## src/rtl/rsa_pkg.sv

```systemverilog
// Package for the RSA modular exponentiation block: word width, reset values
// of the key registers and the register map. No dependencies.
`timescale 1ns / 1ps
`default_nettype none
package rsa_pkg;

	// Default width of message, modulus, exponent and ciphertext.
	localparam int RSA_WORD_BITS = 16;

	// Key register reset values (modulus is 61 * 97).
	localparam int RSA_MOD_RESET = 5917;
	localparam int RSA_EXP_RESET = 7;

	// Register index on the configuration port.
	localparam logic [0:0] REG_MODULUS  = 1'b0;
	localparam logic [0:0] REG_EXPONENT = 1'b1;

endpackage
`default_nettype wire

```

## src/rtl/rsa_stream_if.sv

```systemverilog
// Valid/ready stream interfaces for the message and ciphertext channels.
// Depends on rsa_pkg for the default word width.
`timescale 1ns / 1ps
`default_nettype none

// Message channel: one plain message word per handshake.
interface rsa_msg_if import rsa_pkg::*; #(
	parameter int WORD_BITS = RSA_WORD_BITS
);
	logic                 valid;
	logic                 ready;
	logic [WORD_BITS-1:0] message;

	modport source (output valid, output message, input ready);
	modport sink (input valid, input message, output ready);
endinterface

// Ciphertext channel: one encrypted word per handshake.
interface rsa_ct_if import rsa_pkg::*; #(
	parameter int WORD_BITS = RSA_WORD_BITS
);
	logic                 valid;
	logic                 ready;
	logic [WORD_BITS-1:0] ciphertext;

	modport source (output valid, output ciphertext, input ready);
	modport sink (input valid, input ciphertext, output ready);
endinterface

`default_nettype wire

```

## src/rtl/rsa_modexp_encrypt.sv

```systemverilog
// RSA encryption: message ^ exponent mod modulus.
// Channels: msg (sink, one message word per handshake) and ct (source, one
// ciphertext word per handshake). Modulus and exponent are written over the
// APB port: modulus at register 0, exponent at register 1 (byte address 4*i,
// 8*i when WORD_BITS exceeds 32). Write them only while the block is idle.
// One word at a time: msg.ready is high only while no word is in work.
// A word is first reduced by the modulus (restoring remainder), then raised
// by left-to-right square-and-multiply: WORD_BITS squarings and one multiply
// per set exponent bit. Each modular product runs bit-serially: a doubling
// per multiplier bit, plus an add where that bit is set. All steps go through
// one shared modular adder, which sets the rate. A zero modulus gives zero.
// The result sits in an output register, so a new word is accepted while the
// previous result waits; a finished result waits in the last step if ct stalls.
// Reset clears the sequencer and output valid and loads modulus 5917, exponent 7.
// Depends on rsa_pkg, rsa_stream_if and rsa_modadd.
`timescale 1ns / 1ps
`default_nettype none
module rsa_modexp_encrypt import rsa_pkg::*; #(
	parameter int WORD_BITS = RSA_WORD_BITS,
	parameter int DATA_W    = (WORD_BITS > 32) ? 64 : 32,
	parameter int ADDR_LSB  = (WORD_BITS > 32) ? 3 : 2,
	parameter int ADDR_W    = ADDR_LSB + 1
) (
	input  wire logic              clk,
	input  wire logic              arst_n,
	rsa_msg_if.sink                msg,
	rsa_ct_if.source               ct,
	input  wire logic              psel,
	input  wire logic              penable,
	input  wire logic              pwrite,
	input  wire logic [ADDR_W-1:0] paddr,
	input  wire logic [DATA_W-1:0] pwdata,
	output logic      [DATA_W-1:0] prdata,
	output logic                   pready
);

	localparam int CNT_W = $clog2(WORD_BITS);

	typedef enum logic [2:0] {
		S_IDLE,
		S_REDUCE,
		S_MUL_DBL,
		S_MUL_ADD,
		S_FINISH
	} state_t;

	state_t               state_q;
	logic [WORD_BITS-1:0] mod_q;
	logic [WORD_BITS-1:0] exp_q;
	logic [WORD_BITS-1:0] msg_sh_q;
	logic [WORD_BITS-1:0] base_q;
	logic [WORD_BITS-1:0] acc_q;
	logic [WORD_BITS-1:0] prod_q;
	logic [WORD_BITS-1:0] mulb_q;
	logic [WORD_BITS-1:0] exp_sh_q;
	logic [CNT_W-1:0]     ecnt_q;
	logic [CNT_W-1:0]     mcnt_q;
	logic                 phase_mul_q;
	logic                 out_valid_q;
	logic [WORD_BITS-1:0] ciphertext_q;

	logic [WORD_BITS-1:0] add_a;
	logic [WORD_BITS-1:0] add_b;
	logic                 add_cin;
	logic [WORD_BITS-1:0] sum_w;
	logic [WORD_BITS-1:0] acc_init;
	logic                 reg_wr;
	logic [0:0]           reg_idx;

	// Register access decode; the port never stalls.
	assign pready  = 1'b1;
	assign reg_wr  = psel && penable && pwrite && pready;
	assign reg_idx = paddr[ADDR_LSB:ADDR_LSB];

	// Key registers.
	always_ff @(posedge clk or negedge arst_n) begin
		if (!arst_n) begin
			mod_q <= WORD_BITS'(RSA_MOD_RESET);
			exp_q <= WORD_BITS'(RSA_EXP_RESET);
		end else if (reg_wr) begin
			case (reg_idx)
				REG_MODULUS:  mod_q <= pwdata[WORD_BITS-1:0];
				REG_EXPONENT: exp_q <= pwdata[WORD_BITS-1:0];
				default:      ;
			endcase
		end
	end

	// Register read back.
	always_comb begin
		case (reg_idx)
			REG_MODULUS:  prdata = DATA_W'(mod_q);
			REG_EXPONENT: prdata = DATA_W'(exp_q);
			default:      prdata = '0;
		endcase
	end

	// Operand selection for the shared modular adder.
	always_comb begin
		add_a   = '0;
		add_b   = '0;
		add_cin = 1'b0;
		case (state_q)
			S_REDUCE: begin
				add_a   = base_q;
				add_b   = base_q;
				add_cin = msg_sh_q[WORD_BITS-1];
			end
			S_MUL_DBL: begin
				add_a = prod_q;
				add_b = prod_q;
			end
			S_MUL_ADD: begin
				add_a = prod_q;
				add_b = phase_mul_q ? base_q : acc_q;
			end
			default: ;
		endcase
	end

	rsa_modadd #(
		.WORD_BITS(WORD_BITS)
	) u_modadd (
		.a  (add_a),
		.b  (add_b),
		.cin(add_cin),
		.m  (mod_q),
		.sum(sum_w)
	);

	// Starting value of the power: 1 mod modulus.
	assign acc_init = (mod_q == WORD_BITS'(1)) ? '0 : WORD_BITS'(1);

	// Sequencer and output register.
	always_ff @(posedge clk or negedge arst_n) begin
		if (!arst_n) begin
			state_q      <= S_IDLE;
			msg_sh_q     <= '0;
			base_q       <= '0;
			acc_q        <= '0;
			prod_q       <= '0;
			mulb_q       <= '0;
			exp_sh_q     <= '0;
			ecnt_q       <= '0;
			mcnt_q       <= '0;
			phase_mul_q  <= 1'b0;
			out_valid_q  <= 1'b0;
			ciphertext_q <= '0;
		end else begin
			if (ct.ready && state_q != S_FINISH) begin
				out_valid_q <= 1'b0;
			end
			case (state_q)
				S_IDLE: begin
					if (msg.valid) begin
						if (mod_q == '0) begin
							acc_q   <= '0;
							state_q <= S_FINISH;
						end else begin
							msg_sh_q <= msg.message;
							base_q   <= '0;
							mcnt_q   <= CNT_W'(WORD_BITS - 1);
							state_q  <= S_REDUCE;
						end
					end
				end
				S_REDUCE: begin
					// Restoring remainder, one message bit per cycle.
					base_q   <= sum_w;
					msg_sh_q <= msg_sh_q << 1;
					mcnt_q   <= mcnt_q - 1'b1;
					if (mcnt_q == '0) begin
						acc_q       <= acc_init;
						mulb_q      <= acc_init;
						prod_q      <= '0;
						exp_sh_q    <= exp_q;
						ecnt_q      <= CNT_W'(WORD_BITS - 1);
						mcnt_q      <= CNT_W'(WORD_BITS - 1);
						phase_mul_q <= 1'b0;
						state_q     <= S_MUL_DBL;
					end
				end
				S_MUL_DBL, S_MUL_ADD: begin
					prod_q <= sum_w;
					if (state_q == S_MUL_DBL && mulb_q[WORD_BITS-1]) begin
						state_q <= S_MUL_ADD;
					end else begin
						mulb_q  <= mulb_q << 1;
						mcnt_q  <= mcnt_q - 1'b1;
						state_q <= S_MUL_DBL;
						if (mcnt_q == '0) begin
							// Product done: it becomes the new power.
							acc_q  <= sum_w;
							prod_q <= '0;
							mulb_q <= sum_w;
							mcnt_q <= CNT_W'(WORD_BITS - 1);
							if (!phase_mul_q && exp_sh_q[WORD_BITS-1]) begin
								phase_mul_q <= 1'b1;
							end else begin
								phase_mul_q <= 1'b0;
								exp_sh_q    <= exp_sh_q << 1;
								ecnt_q      <= ecnt_q - 1'b1;
								if (ecnt_q == '0) begin
									state_q <= S_FINISH;
								end
							end
						end
					end
				end
				S_FINISH: begin
					if (!out_valid_q || ct.ready) begin
						out_valid_q  <= 1'b1;
						ciphertext_q <= acc_q;
						state_q      <= S_IDLE;
					end
				end
				default: state_q <= S_IDLE;
			endcase
		end
	end

	assign msg.ready     = (state_q == S_IDLE);
	assign ct.valid      = out_valid_q;
	assign ct.ciphertext = ciphertext_q;

endmodule
`default_nettype wire

```

## src/rtl/rsa_modadd.sv

```systemverilog
// Shared modular adder: (a + b + cin) mod m for a sum below twice the modulus.
// Depends on rsa_pkg for the default word width.
`timescale 1ns / 1ps
`default_nettype none
module rsa_modadd import rsa_pkg::*; #(
	parameter int WORD_BITS = RSA_WORD_BITS
) (
	input  wire logic [WORD_BITS-1:0] a,
	input  wire logic [WORD_BITS-1:0] b,
	input  wire logic                 cin,
	input  wire logic [WORD_BITS-1:0] m,
	output logic      [WORD_BITS-1:0] sum
);

	logic [WORD_BITS:0] raw;
	logic [WORD_BITS:0] diff;

	// One wide add, then one compare and subtract of the modulus.
	always_comb begin
		raw  = {1'b0, a} + {1'b0, b} + {{WORD_BITS{1'b0}}, cin};
		diff = raw - {1'b0, m};
		if (raw >= {1'b0, m}) begin
			sum = diff[WORD_BITS-1:0];
		end else begin
			sum = raw[WORD_BITS-1:0];
		end
	end

endmodule
`default_nettype wire

```

## src/flat_wrapper.sv

```systemverilog
// flat-port wrapper written by rule: the top's interface ports become plain ports
module rsa_modexp_encrypt_flat import rsa_pkg::*;
#(
	parameter int WORD_BITS = RSA_WORD_BITS,
	parameter int DATA_W    = (WORD_BITS > 32) ? 64 : 32,
	parameter int ADDR_LSB  = (WORD_BITS > 32) ? 3 : 2,
	parameter int ADDR_W    = ADDR_LSB + 1
)
  (clk, arst_n, psel, penable, pwrite, paddr, pwdata, prdata, pready, msg_valid, msg_message, msg_ready, ct_valid, ct_ciphertext, ct_ready);
  rsa_msg_if #(.WORD_BITS(WORD_BITS)) msg_i ();
  rsa_ct_if #(.WORD_BITS(WORD_BITS)) ct_i ();
  input  wire logic clk;
  input  wire logic arst_n;
  input  wire logic psel;
  input  wire logic penable;
  input  wire logic pwrite;
  input  wire logic [ADDR_W-1:0] paddr;
  input  wire logic [DATA_W-1:0] pwdata;
  output logic      [DATA_W-1:0] prdata;
  output logic pready;
  input wire logic [$bits(msg_i.valid)-1:0] msg_valid;
  input wire logic [$bits(msg_i.message)-1:0] msg_message;
  output wire logic [$bits(msg_i.ready)-1:0] msg_ready;
  output wire logic [$bits(ct_i.valid)-1:0] ct_valid;
  output wire logic [$bits(ct_i.ciphertext)-1:0] ct_ciphertext;
  input wire logic [$bits(ct_i.ready)-1:0] ct_ready;
  assign msg_i.valid = msg_valid;
  assign msg_i.message = msg_message;
  assign msg_ready = msg_i.ready;
  assign ct_valid = ct_i.valid;
  assign ct_ciphertext = ct_i.ciphertext;
  assign ct_i.ready = ct_ready;
  rsa_modexp_encrypt #(.WORD_BITS(WORD_BITS), .DATA_W(DATA_W), .ADDR_LSB(ADDR_LSB), .ADDR_W(ADDR_W)) u_core (.clk(clk), .arst_n(arst_n), .msg(msg_i), .ct(ct_i), .psel(psel), .penable(penable), .pwrite(pwrite), .paddr(paddr), .pwdata(pwdata), .prdata(prdata), .pready(pready));
endmodule
```

## config.mk

```make
export PLATFORM = sky130hd
export DESIGN_NAME = rsa_modexp_encrypt_flat
export DESIGN_NICKNAME = d
export VERILOG_FILES = /design/src/rtl/rsa_pkg.sv /design/src/rtl/rsa_stream_if.sv /design/src/rtl/rsa_modexp_encrypt.sv /design/src/rtl/rsa_modadd.sv /design/src/flat_wrapper.sv
export SDC_FILE = /design/constraint.sdc
export NUM_CORES = 1
export LEC_CHECK = 0
export BUFFER_PORTS_ARGS = -buffer_cell sky130_fd_sc_hd__buf_2
export CAP_MARGIN = 15
export CORE_MARGIN = 2
export CORE_UTILIZATION = 64
export DETAILED_ROUTE_END_ITERATION = 6
export GPL_ROUTABILITY_DRIVEN = 0
export HOLD_SLACK_MARGIN = 0.08
export PLACE_DENSITY_LB_ADDON = 0.3
export SLEW_MARGIN = 10
export SYNTH_ARGS = -nofsm -noshare
export SYNTH_HDL_FRONTEND = slang
export SYNTH_SLANG_ARGS = --single-unit
```

## constraint.sdc

```tcl
create_clock -name clk -period 13.51 [get_ports clk]
set_input_delay 2.702 -clock clk [delete_from_list [all_inputs] [get_ports clk]]
set_output_delay 2.702 -clock clk [all_outputs]
set_load 0.02 [all_outputs]
```

After elaboration in Yosys (flattened, before gate mapping)
Index checks and enable logic that the tools add are counted.
{ "totals": {"rom_bits": 0, "out_inout_bits": 51, "ff_bits": 157, "word_cells": 120, "mem_count": 0, "input_bits": 58, "ramBits": 0, "latch_bits": 0} }
{ "op_classes": {"add_sub_neg": 5, "mul": 0, "shifts": 0, "n_eq_ne": 14, "muxes": 58, "n_reduce_logical": 27, "magnitude_cmp": 1, "div_mod_pow": 0, "bitwise_logic": 1} }
{ "op_table": {"columns": ["cell", "count"], "rows": [
  ["$mux 16", 20],
  ["$pmux 16 s2", 6],
  ["$pmux 16 s3", 2],
  ["$pmux 32 s2", 1],
  ["$mux 4", 8],
  ["$mux 3", 8],
  ["$add 16x16->17", 1],
  ["$add 17x1->17", 1],
  ["$ge 17x16->1", 1],
  ["$eq 16x1->1 const B", 1],
  ["$logic_not 16->1", 1],
  ["$sub 16x16->16", 1],
  ["$pmux 3 s4", 1],
  ["$pmux 4 s3", 1],
  ["$mux 1", 9],
  ["$reduce_and 3->1", 3],
  ["$logic_not 4->1", 2],
  ["$ne 2x1->1 const B", 4],
  ["$ne 2x2->1 const B", 4],
  ["$pmux 4 s2", 1],
  ["$reduce_and 2->1", 4],
  ["$reduce_and 4->1", 2],
  ["$sub 4x1->4 const B", 2],
  ["$eq 3x2->1 const B", 2],
  ["14 further kinds", 20]
]} }

Logic depth before layout (Yosys ltp)
Gate-level depths: netlist (run 1).
{ "depth": {"word_depth": 10, "depth_mapped": 24, "depth_no_buf": 22} }

Hierarchy
Synthesis (run 1) repeated with hierarchy kept, for this count alone.
{ "unflattened": {"cells_unflattened": 918, "area_unflattened_um2": 9479.1} }
{ "by_module_without_submodules": {"columns": ["mod", "cells_per_inst", "seq_area_each_um2", "instances", "area_each_um2"], "rows": [
  ["rsa_modexp_encrypt", 693, 3942.5, 1, 7752.4],
  ["rsa_modadd", 225, 0.0, 1, 1726.7]
]} }

Worst setup path after synthesis (run 1)
Ideal clock, no wire load.
{ "synth_timing": {"kind": "input to output", "from": "input port paddr[2]", "to": "output port prdata[0]", "arrival_ns": 3.516, "stages": 3, "t_required_ns": 10.808, "setup_slack_ns": 7.292, "n_path_buf": 2, "cell_sequence": "clkbuf_1 -> clkbuf_1 -> o21ai_0"} }
{ "synth_via": {"elab_chain_cells": 2} }
{ "synth_lines": {"columns": ["element", "line_no", "source"], "rows": [
  ["start, declared", "flat_wrapper.sv:17", "input wire logic [ADDR_W-1:0] paddr;"],
  ["$not 1->1 (no source line)", null, null],
  ["$pmux 32 s2 (*)", "rsa_modexp_encrypt.sv:91", "case (reg_idx)"],
  ["end, declared", "flat_wrapper.sv:19", "output logic [DATA_W-1:0] prdata;"]
]} }
Every way passes the cells marked *; elsewhere a longest branch is shown, timed or not. The select of a mux whose other input is x is not followed.

Worst setup path after layout (run 1)
{ "layout_timing": {"from": "register u_core.state_q[1]", "to": "register u_core.acc_q[7]"} }
{ "layout_via": {"elab_chain_cells": 10, "elab_cells_between_ends": 24, "classes_between": "3 x add/sub; 1 x order compare; 8 x eq/ne; 7 x mux; 5 x reduce/logical"} }
{ "layout_lines": {"columns": ["element", "line_no", "source"], "rows": [
  ["start, declared", "rsa_modexp_encrypt.sv:47", "state_t state_q;"],
  ["start signal, assigned", "rsa_modexp_encrypt.sv:137", "state_q <= S_IDLE;"],
  ["start signal, assigned", "rsa_modexp_encrypt.sv:158", "state_q <= S_FINISH;"],
  ["start signal, assigned", "rsa_modexp_encrypt.sv:163", "state_q <= S_REDUCE;"],
  ["$eq 3x2->1 (on tied branches)", "rsa_modexp_encrypt.sv:103, rsa_modexp_encrypt.sv:153, rsa_modexp_encrypt.sv:185", null],
  ["$reduce_or 2->1 (no source line)", null, null],
  ["$pmux 16 s2", "rsa_modexp_encrypt.sv:103", "case (state_q)"],
  ["$add 16x16->17", "rsa_modadd.sv:20", "raw = {1'b0, a} + {1'b0, b} + {{WORD_BITS{1'b0}}, cin};"],
  ["$add 17x1->17", "rsa_modadd.sv:20", null],
  ["$sub 16x16->16 / $ge 17x16->1 (equally long branches)", "rsa_modadd.sv:21, rsa_modadd.sv:22", null],
  ["$mux 16", "rsa_modadd.sv:22", "if (raw >= {1'b0, m}) begin"],
  ["$mux 16", "rsa_modexp_encrypt.sv:191", "if (mcnt_q == '0) begin"],
  ["$mux 16", "rsa_modexp_encrypt.sv:185", "if (state_q == S_MUL_DBL && mulb_q[WORD_BITS-1]) begin"],
  ["$pmux 16 s3", "rsa_modexp_encrypt.sv:153", "case (state_q)"],
  ["end signal, assigned", "rsa_modexp_encrypt.sv:173", "acc_q <= acc_init;"],
  ["end signal, assigned", "rsa_modexp_encrypt.sv:193", "acc_q <= sum_w;"],
  ["end, declared", "rsa_modexp_encrypt.sv:52", "logic [WORD_BITS-1:0] acc_q;"]
]} }
Parallel ways exist; a longest one is shown, timed or not. The select of a mux whose other input is x is not followed.
A chain may end at the register's enable or synchronous reset.

==> out/metrics.yaml, run 1 <==
r2r-start: "u_core.state_q[1]$_DFFE_PN0P_"
arrival_ps: 7020
antenna_cells: 0
synth_top_area_share_pct: 40.7
antenna_found_initial: 0
slowest_delay_ps: 1000
min-delay-start: "u_core.msg_sh_q[13]$_DFFE_PN0P_"
nNetsFinal: 1098
regToRegSetupSlack_ps: 6770
grt_pass1_wl_mm: 36.2
final_common_cell: "dfrtp_1"
ys.flop_type: "dfrtp_1"
cts_hold_buf: 0
hpwlAfterDp_mm: 15.2
path_max_fanout: 16
rsz0062_at_grt: "false"
yosysWarnings: 0
synth.avg_cell_area_um2: 9.41
path_delay_family: "compound AO/OA/AOI/OAI gates"
grt_overflow: 0
worst_pin_slew_ps: 1230
holdPathStages: 2
relSlewSlack_pct: 18.2
worst_setup_path_end_kind: "register"
wl_per_cell_um: 18.6
cp_common_cell: "a21oi_1"
synthTopCellsByArea: "dfrtp_1 41%, mux2_2 6.2%, o21ai_0 5.2%, nand2_1 5.2%, ha_1 4.7%"
drc_errors: 0
routed_via_density: 6.34
ant_nets: 0
initial_core_util_pct: 65.1
cp-start-kind: "register"
path_cells: "buf_4, nand2b_1, and2_1, nor2b_1, a221oi_1, inv_1, ha_1, nor2b_1, o2111ai_1, a21oi_1, o41ai_1, a21oi_1, xor2_1, ha_1, a21oi_1, inv_1, a31oi_1, a2bb2oi_1, o31a_1, nand2_2, mux2i_1, o21ai_0"
fp.dieH_um: 122
max_cap_viol_count: 0
r2r-end: "u_core.acc_q[7]$_DFFE_PN0P_"
yosysUniqueCellTypes: 68
synthArstFlopShare_pct: 100
globalRouteTotalUtil_pct: 31.4
cts_root_buf: "clkbuf_16"
max_freq_ghz: 0.148
critical_path_class: "reg -> reg"
fin_crit_sh_pct: 49.9
synthCells: 953
ys_seq_area_share_pct: 44.0
synthesis.area_um2: 8970
numCtsBuffers: 17
clockBufferDepth: 2
setup_tns_ps: 0
drv_slew: 0
synth.largest_area_cell: "dfrtp_1"
grt_max_degree: 113
path_clk_slew_ps: 60
coreArea_um2: 13800
clk_latency_ps: 430
cts_setup_buffers: 0
first_pass_iters: 6
die_w_um: 122
skew_ps: 7.01
hold_path.class: "reg -> reg"
ys_ff_latch: 157
dieArea_um2: 15000
reg2regPathDepth: 22
most-common-layout-cells: "146 x dfrtp_1, 125 x nand2_1, 93 x o21ai_0, 72 x buf_2, 69 x nor2_1"
grt_pass1_vias: 7160
cts_tree: "built"
slowest_stage: "nor2b_1"
drt_iter0_drc: 827
h-tree-depth: 4
rows: 43
final_layout_size_suffix_gt1_share_pct: 18.4
period_needed_ps: 6740
cts.sinks: 157
post_cts_resized: 0
routed_wl_mm: 22.3
path_buf_inv: 3
portBuffers: 73
status: "complete, no violations"
ios: 109
cp_data_required_time_ps: 13790
finalSetupViolCount: 0
area_growth_pct: 11.4
synth_edf_count: 0
hold-path-endpoint: "u_core.msg_sh_q[13]$_DFFE_PN0P_"
hold_viol: 0
vias: 7582
cell families (layout without fill, tap and decap cells):
kind of cell / count (synthesis) / count (layout) / share of synthesized area [%]
AO/OA/AOI/OAI: 271 / 271 / 20.3
adder cells (fa/ha/maj): 37 / 37 / 5.41
XOR/XNOR: 24 / 24 / 2.34
multiplexers: 69 / 69 / 8.38
buffers and inverters: 107 / 155 / 5.44
other: 2 / 17 / 0.0837
flip-flops: 157 / 157 / 44.0
AND/OR/NAND/NOR: 286 / 286 / 14.1
registers in the layout (all words and copies together), names as in the netlist:
register / flops
u_core.msg_sh_q: 16
u_core.mod_q: 16
u_core.mcnt_q: 4
u_core.ct.ciphertext: 16
u_core.base_q: 16
u_core.state_q: 3
u_core.prod_q: 16
u_core.mulb_q: 16
u_core.exp_q: 16
u_core.exp_sh_q: 16
u_core.ecnt_q: 4
u_core.ct.valid: 1
u_core.phase_mul_q: 1
u_core.acc_q: 16
Yosys cell counts, types with 5 or more instances:
cell type  number
nand4_1         6
a21o_1          8
nand2b_1        7
o21ai_0        94
a21oi_1        33
xnor2_1        16
a31oi_1        33
mux2_2         49
a22oi_1         7
dfstp_2        11
buf_4          17
a222oi_1       10
nand3_1        25
clkbuf_1       39
nor3_1         11
a22o_1         38
dfrtp_1       146
nor2b_1         9
mux2i_1        20
nand2_1       125
and2_1         12
xor2_1          8
inv_1          41
ha_1           34
o31ai_1         5
nor2_1         72
o21a_1          7
tightest hold or removal path, cell delays in order, from the launching register on:
cell,delay (ps)
dfrtp_1,340
nand2_1,40
o21ai_0,60
per-stage QoR:
step	cells	hold WS [ps]	utilization [%]	instance area, um2	worst slack, ps
after floorplan	968	448	-	9020	7290
after global placement	1163	461	68.0	9370	6940
after detailed placement	1163	471	68.0	9370	6830
after CTS	1195	486	72.5	9990	6680
after global routing	1196	499	72.6	9990	6410
final	1196	479	72.6	9990	6770
area by class of cell:
cell class              instances  area (um2)
clock buffers                  18         429
clock inverters                14         191
fillers                      1092        3780
inverters                      42         158
multi-input cells             704        4620
flip-flops and latches        157        3940
well taps                     180         225
repair buffers                 81         432
how the worst max path moves through the flow:
stage	slack, ps	cells past startpoint	end	start
after floorplan	7290	3	prdata[0]	paddr[2]
after global placement	6940	19	u_core.acc_q[14]$_DFFE_PN0P_	u_core.state_q[2]$_DFFE_PN0P_
after detailed placement	6830	20	u_core.acc_q[7]$_DFFE_PN0P_	u_core.state_q[2]$_DFFE_PN0P_
after CTS	6680	20	u_core.acc_q[7]$_DFFE_PN0P_	u_core.state_q[2]$_DFFE_PN0P_
after global routing	6410	22	u_core.acc_q[8]$_DFFE_PN0P_	u_core.state_q[1]$_DFFE_PN0P_
final	6770	22	u_core.acc_q[7]$_DFFE_PN0P_	u_core.state_q[1]$_DFFE_PN0P_
per-layer routing:
metal  share of wire (%)  track usage (%)  vias up
li1                    -                -     3499
met1                  42             42.6     3684
met2                  48             49.0      344
met3                 7.3             6.46       55
met4                 3.0             14.1        0
met5                   0                0        -
Power of run 1 is left out: the tool's default activity adds up to more than one toggle a clock period on the data nets, which glitch-free logic cannot reach.
==> inputs of run 2 (changes only) <==
--- a/config.mk
+++ b/config.mk
@@ -8,7 +8,7 @@
 export BUFFER_PORTS_ARGS = -buffer_cell sky130_fd_sc_hd__buf_2
 export CAP_MARGIN = 15
 export CORE_MARGIN = 2
-export CORE_UTILIZATION = 64
+export CORE_UTILIZATION = 53
 export DETAILED_ROUTE_END_ITERATION = 6
 export GPL_ROUTABILITY_DRIVEN = 0
 export HOLD_SLACK_MARGIN = 0.08
==> constraint.sdc (replaced) <==
create_clock -name clk -period 5.7 [get_ports clk]
set_input_delay 1.14 -clock clk [delete_from_list [all_inputs] [get_ports clk]]
set_output_delay 1.14 -clock clk [all_outputs]
set_load 0.02 [all_outputs]
==> run 2 against run 1 <==
The flow now finishes with violations (design-rule violations); fmax is 21% higher; utilization is 11 points lower; design area is 2.0% higher; clock skew is 3.9 ps higher; sequential share of layout area is 0.74 points lower; first-iteration DRC count is 20% lower; routed wire length is 0.46% higher; register-to-register slack worse by 6600 ps; via count is 1.4% lower; worst setup slack worse by 6600 ps; count of clock-buffer cells in the layout stayed put; non-clock buffer count is 20 higher; critical endpoint is now u_core.acc_q[14]$_DFFE_PN0P_; highest routed layer unchanged.
==> out/metrics.yaml, run 2 (synthesis results as in run 1) <==
final_layout_size_suffix_gt1_share_pct: 21.0  # +2.6 points
path_cells: "inv_2, nor2_1, a22o_1, a22oi_1, or2_2, fa_1, fa_1, nor2b_1, o31a_1, o311ai_4, o21ai_2, xor2_1, ha_1, a21o_1, a21o_1, a31oi_1, a2bb2oi_1, o31a_1, buf_4, nand2_4, mux2_2, a22o_1"
relSlewSlack_pct: 30.5  # +12 points
final_common_cell: "dfrtp_1"
arrival_ps: 5880  # -1140 ps
cts_hold_buf: 0  # unchanged
path_max_fanout: 7  # -9
first_pass_iters: 7  # +1
grt_overflow: 0  # unchanged
period_needed_ps: 5560  # -1190 ps
drv_slew: 0  # unchanged
numCtsBuffers: 17  # unchanged
ant_nets: 0  # unchanged
clk_latency_ps: 430  # about the same
vias: 7474  # -1.4%
status: "finished, violations left"
grt_max_degree: 112  # -0.88%
most-common-layout-cells: "144 x dfrtp_1, 125 x nand2_1, 93 x o21ai_0, 72 x buf_2, 68 x nor2_1"
cts_root_buf: "clkbuf_16"
portBuffers: 73  # unchanged
drt_iter0_drc: 659  # -20%
cp_data_required_time_ps: 6020  # -7770 ps
path_delay_family: "compound AO/OA/AOI/OAI gates"
path_clk_slew_ps: 70  # about the same
hold_path.class: "reg -> reg"
hpwlAfterDp_mm: 15.6  # +2.8%
slowest_stage: "fa_1"
wl_per_cell_um: 17.8  # -4.3%
critical_path_class: "reg -> reg"
cp-start-kind: "register"
hold_viol: 0  # unchanged
cts_tree: "built"
slowest_delay_ps: 480  # -520 ps
drc_errors: 7  # +7
skew_ps: 11.0  # +3.95 ps
fin_crit_sh_pct: 97.5  # +48 points
dieArea_um2: 18000  # +20%
fin_hold_ws_ps: 482  # +3.15 ps
area_growth_pct: 13.6
fp.dieH_um: 134  # +9.6%
max_freq_ghz: 0.180  # +21%
worst_setup_path_end_kind: "register"
rows: 47  # +9.3%
grt_pass1_vias: 7119  # -0.57%
clockBufferDepth: 2  # unchanged
path_buf_inv: 2  # -1
routed_via_density: 5.95  # -6.1%
h-tree-depth: 4  # unchanged
initial_core_util_pct: 54.1  # -11 points
die_w_um: 134  # +9.6%
routed_wl_mm: 22.4  # +0.46%
cts.sinks: 157  # unchanged
max_cap_viol_count: 0  # unchanged
coreArea_um2: 16600  # +20%
violations: "design-rule violations"
utilization_pct: 61.4  # -11 points
finalSetupViolCount: 0  # unchanged
antenna_cells: 0  # unchanged
grt_pass1_wl_mm: 36.3  # +0.14%
worst_pin_slew_ps: 1040  # -182 ps
globalRouteTotalUtil_pct: 25.4  # -6.0 points
ios: 109  # unchanged
nNetsFinal: 1118  # +1.8%
antenna_found_initial: 0  # unchanged
[run 2: changes by cell type in the layout (fill, tap and decap cells not counted), moves of 2 or more]
cell / delta
clkinv_2: -2
bufinv_16: -3
mux2i_1: -2
clkinvlp_4: +2
buf_4: +20
dfrtp_2: +2
dfrtp_1: -2
inv_6: +4
mux2i_2: +2
[run 2: timing repair]
action	in CTS	in global routing
buffers inserted	0	2
gates resized for setup	0	13
setup endpoints to repair	0	64
[run 2: path summary, 6_finish.rpt]
check / start / to / slack [ps] / cells past startpoint
max: u_core.state_q[0]$_DFFE_PN0P_ / u_core.acc_q[14]$_DFFE_PN0P_ / 140 / 22
min: u_core.msg_sh_q[14]$_DFFE_PN0P_ / u_core.msg_sh_q[14]$_DFFE_PN0P_ / 480 / 2
max reg2reg: u_core.state_q[0]$_DFFE_PN0P_ / u_core.acc_q[14]$_DFFE_PN0P_ / 140 / 22
min reg2reg: u_core.msg_sh_q[14]$_DFFE_PN0P_ / u_core.msg_sh_q[14]$_DFFE_PN0P_ / 480 / 2
max in group asynchronous: arst_n / u_core.acc_q[6]$_DFFE_PN0P_ / 3630 / 2
min in group asynchronous: arst_n / u_core.exp_sh_q[1]$_DFFE_PN0P_ / 850 / 1
[run 2: worst reg2reg max path, stage by stage, from the launching register on]
cell and delay, ps:
dfrtp_2 430, inv_2 90, nor2_1 160, a22o_1 150, a22oi_1 50, or2_2 300, fa_1 480, fa_1 430
nor2b_1 180, o31a_1 270, o311ai_4 130, o21ai_2 230, xor2_1 250, ha_1 330, a21o_1 220, a21o_1 190
a31oi_1 250, a2bb2oi_1 280, o31a_1 230, buf_4 130, nand2_4 90, mux2_2 370, a22o_1 210
[run 2: per-layer routing]
layer	share of wire [%]	GRT usage (%)	vias to the layer above	wire length (um)
met4	1.9	7.89	0	435
li1	-	-	3524	-
met2	48	41.9	247	10800
met5	0	0	-	0
met1	44	34.6	3665	9850
met3	5.7	4.23	38	1290
[run 2: area by class of cell]
class                      count  area, um2
fill                        1427       6390
multi-input combinational    704       4670
sequential                   157       3950
timing repair buffer         101        582
clock buffer                  18        429
tap                          220        275
inverter                      42        158
clock inverter                14        133
[run 2: per-stage QoR]
stage          worst slack [ps]  cells  setup TNS (ps)  instance area (um2)
6_report                    144   1256               0                10200
3_5_place_dp                179   1222               0                 9560
3_3_place_gp                246   1222               0                 9560
4_1_cts                     139   1254               0                10100
2_1_floorplan               302    968               0                 9020
5_1_grt                    -116   1256           -2470                10200
Power of run 2 is left out for the same reason.
==> inputs of run 3 (changes only) <==
--- a/config.mk
+++ b/config.mk
@@ -7,8 +7,10 @@
 export LEC_CHECK = 0
 export BUFFER_PORTS_ARGS = -buffer_cell sky130_fd_sc_hd__buf_2
 export CAP_MARGIN = 15
+export CELL_PAD_IN_SITES_DETAIL_PLACEMENT = 0
+export CELL_PAD_IN_SITES_GLOBAL_PLACEMENT = 2
 export CORE_MARGIN = 2
-export CORE_UTILIZATION = 53
+export CORE_UTILIZATION = 33
 export DETAILED_ROUTE_END_ITERATION = 6
 export GPL_ROUTABILITY_DRIVEN = 0
 export HOLD_SLACK_MARGIN = 0.08
==> run 3 against run 2 <==
The run now ends clean; register-to-register slack improved by 130 ps; sequential share of layout area decreased by 1.3 points; cell count up 11%; global-route usage decreased by 7.0 points; design area rose by 3.3%; clock skew rose by 5.0 ps; routed wire length increased by 14%.
==> out/metrics.yaml, run 3 (synthesis results as in run 1) <==
die_w_um: 169  # +26%
status: "complete, no violations"
fp.dieH_um: 169  # +26%
cts_tree: "built"
ios: 109  # unchanged
grt_util_met3_pct: 3.23  # -1.0 points
crit_cells: 22  # unchanged
drt_iter0_drc: 552  # -16%
vias: 7265  # -2.8%
grt_pass1_wl_mm: 40.8  # +12%
startpoint: "u_core.state_q[0]$_DFFE_PN0P_"
max_cap_viol_count: 0  # unchanged
globalRouteTotalUtil_pct: 18.4  # -7.0 points
hold_viol: 0  # unchanged
utilization_pct: 39.3  # -22 points
cp_data_required_time_ps: 6030  # about the same
coreArea_um2: 26800  # +62%
final_layout_size_suffix_gt1_share_pct: 22.7  # +1.7 points
multi_input_area_um2: 4730  # +1.4%
relSlewSlack_pct: 33.4  # +3.0 points
use_met1_pct: 25.0  # -9.6 points
slowest_stage: "fa_1"
clockBufferDepth: 2  # unchanged
crit_path_end: "u_core.acc_q[14]$_DFFE_PN0P_"
ant_nets: 0  # unchanged
critical_path_class: "reg -> reg"
arrival_ps: 5760  # -120 ps
path_max_fanout: 8  # +1
grt_max_degree: 84  # -25%
met2_usage_pct: 30.6  # -11 points
worst_setup_path_end_kind: "register"
regToRegSetupSlack_ps: 270  # +130 ps
h-tree-depth: 4  # unchanged
initial_core_util_pct: 33.5  # -21 points
path_cells: "clkinv_1, buf_4, a22o_1, a22oi_1, or2_2, fa_1, fa_1, nor2b_2, o31a_1, o311ai_4, o21ai_4, xor2_2, ha_2, a21o_1, a21o_1, a31oi_2, a2bb2oi_1, o31a_1, buf_4, nand2_4, mux2_2, a22o_1"
numCtsBuffers: 17  # unchanged
most-common-layout-cells: "144 x dfrtp_1, 125 x nand2_1, 93 x o21ai_0, 72 x buf_2, 68 x nor2_1"
final_common_cell: "dfrtp_1"
routed_via_density: 5.23  # -12%
cts.sinks: 157  # unchanged
first_pass_iters: 5  # -2
dieArea_um2: 28500  # +59%
cts_root_buf: "clkbuf_16"
portBuffers: 73  # unchanged
rows: 60  # +28%
r2r-end: "u_core.acc_q[14]$_DFFE_PN0P_"
max_freq_ghz: 0.184  # +2.3%
hpwlAfterDp_mm: 18.4  # +17%
seqCellArea_um2: 3950  # unchanged
nNetsFinal: 1131  # +1.2%
path_buf_inv: 3  # +1
grt_overflow: 0  # unchanged
dp.cells: 1351  # +11%
antenna_cells: 0  # unchanged
cp-start-kind: "register"
finalSetupViolCount: 0  # unchanged
fin_cells: 1389  # +11%
worst_pin_slew_ps: 993  # -49.7 ps
drv_slew: 0  # unchanged
path_delay_family: "compound AO/OA/AOI/OAI gates"
slowest_delay_ps: 470  # about the same
antenna_found_initial: 0  # unchanged
hold_path.class: "reg -> reg"
skew_ps: 16.0  # +5.03 ps
wl_per_cell_um: 18.3  # +3.0%
routed_wl_mm: 25.5  # +14%
clk_latency_ps: 440  # about the same
period_needed_ps: 5430  # -126 ps
path_clk_slew_ps: 70  # about the same
nFillCells: 2702  # +89%
busiest_layer: "met2"
grt_pass1_vias: 7218  # +1.4%
reg2regPathDepth: 22  # unchanged
drc_errors: 0  # -7
r2r-start: "u_core.state_q[0]$_DFFE_PN0P_"
area_growth_pct: 17.4
fin_crit_sh_pct: 95.3  # -2.2 points
run 3: cell count changes in the layout (fill, tap and decap cells not counted), sizes merged:
cell      before  now
buf          101  114
clkbuf        18   17
clkinvlp       3    2
inv           48   49
run 3: worst min path at each step:
stage | start | cells after the start | endpoint
floorplan | u_core.mulb_q[10]$_DFFE_PN0P_ | 2 | u_core.mulb_q[10]$_DFFE_PN0P_
global placement | u_core.msg_sh_q[6]$_DFFE_PN0P_ | 2 | u_core.msg_sh_q[6]$_DFFE_PN0P_
detailed placement | u_core.msg_sh_q[9]$_DFFE_PN0P_ | 2 | u_core.msg_sh_q[9]$_DFFE_PN0P_
CTS | u_core.msg_sh_q[9]$_DFFE_PN0P_ | 2 | u_core.msg_sh_q[9]$_DFFE_PN0P_
global route | u_core.msg_sh_q[2]$_DFFE_PN0P_ | 2 | u_core.msg_sh_q[2]$_DFFE_PN0P_
finish | u_core.msg_sh_q[11]$_DFFE_PN0P_ | 2 | u_core.msg_sh_q[11]$_DFFE_PN0P_
run 3: area by class of cell:
type	count	area share, %
flip-flops and latches	157	37.5
repair buffers	114	6.59
clock inverters	14	1.41
inverters	42	1.50
multi-input cells	704	44.9
clock buffers	17	4.04
well taps	341	4.05
run 3: worst reg2reg max path, cell delays in order, from the launching register on:
cell and delay [ps]:
dfrtp_2 440, clkinv_1 80, buf_4 190, a22o_1 150, a22oi_1 60, or2_2 290, fa_1 470, fa_1 430
nor2b_2 160, o31a_1 250, o311ai_4 160, o21ai_4 250, xor2_2 220, ha_2 340, a21o_1 200, a21o_1 200
a31oi_2 210, a2bb2oi_1 220, o31a_1 210, buf_4 130, nand2_4 90, mux2_2 360, a22o_1 210
run 3: repair_timing:
item / CTS / global route
endpoints found under the setup margin: 0 / 64
buffers inserted: 0 / 6
hold buffers: 0 / 0
gates resized for setup: 0 / 25
hold endpoints to repair: 0 / 0
run 3: per-layer routing:
layer / vias to the layer above / part of all wire [%]
li1: 3553 / -
met1: 3574 / 47
met2: 111 / 48
met3: 27 / 3.0
met4: 0 / 1.4
met5: - / 0
run 3: per-stage QoR:
stage	hold WS, ps	TNS (ps)	cell area, um2	worst slack (ps)
final	479	0	10500	270
after global routing	509	-18.6	10500	-8.48
after CTS	487	0	10400	196
after detailed placement	470	0	9780	228
after global placement	461	0	9780	276
after floorplan	448	0	9020	302
Power of run 3 is left out for the same reason.
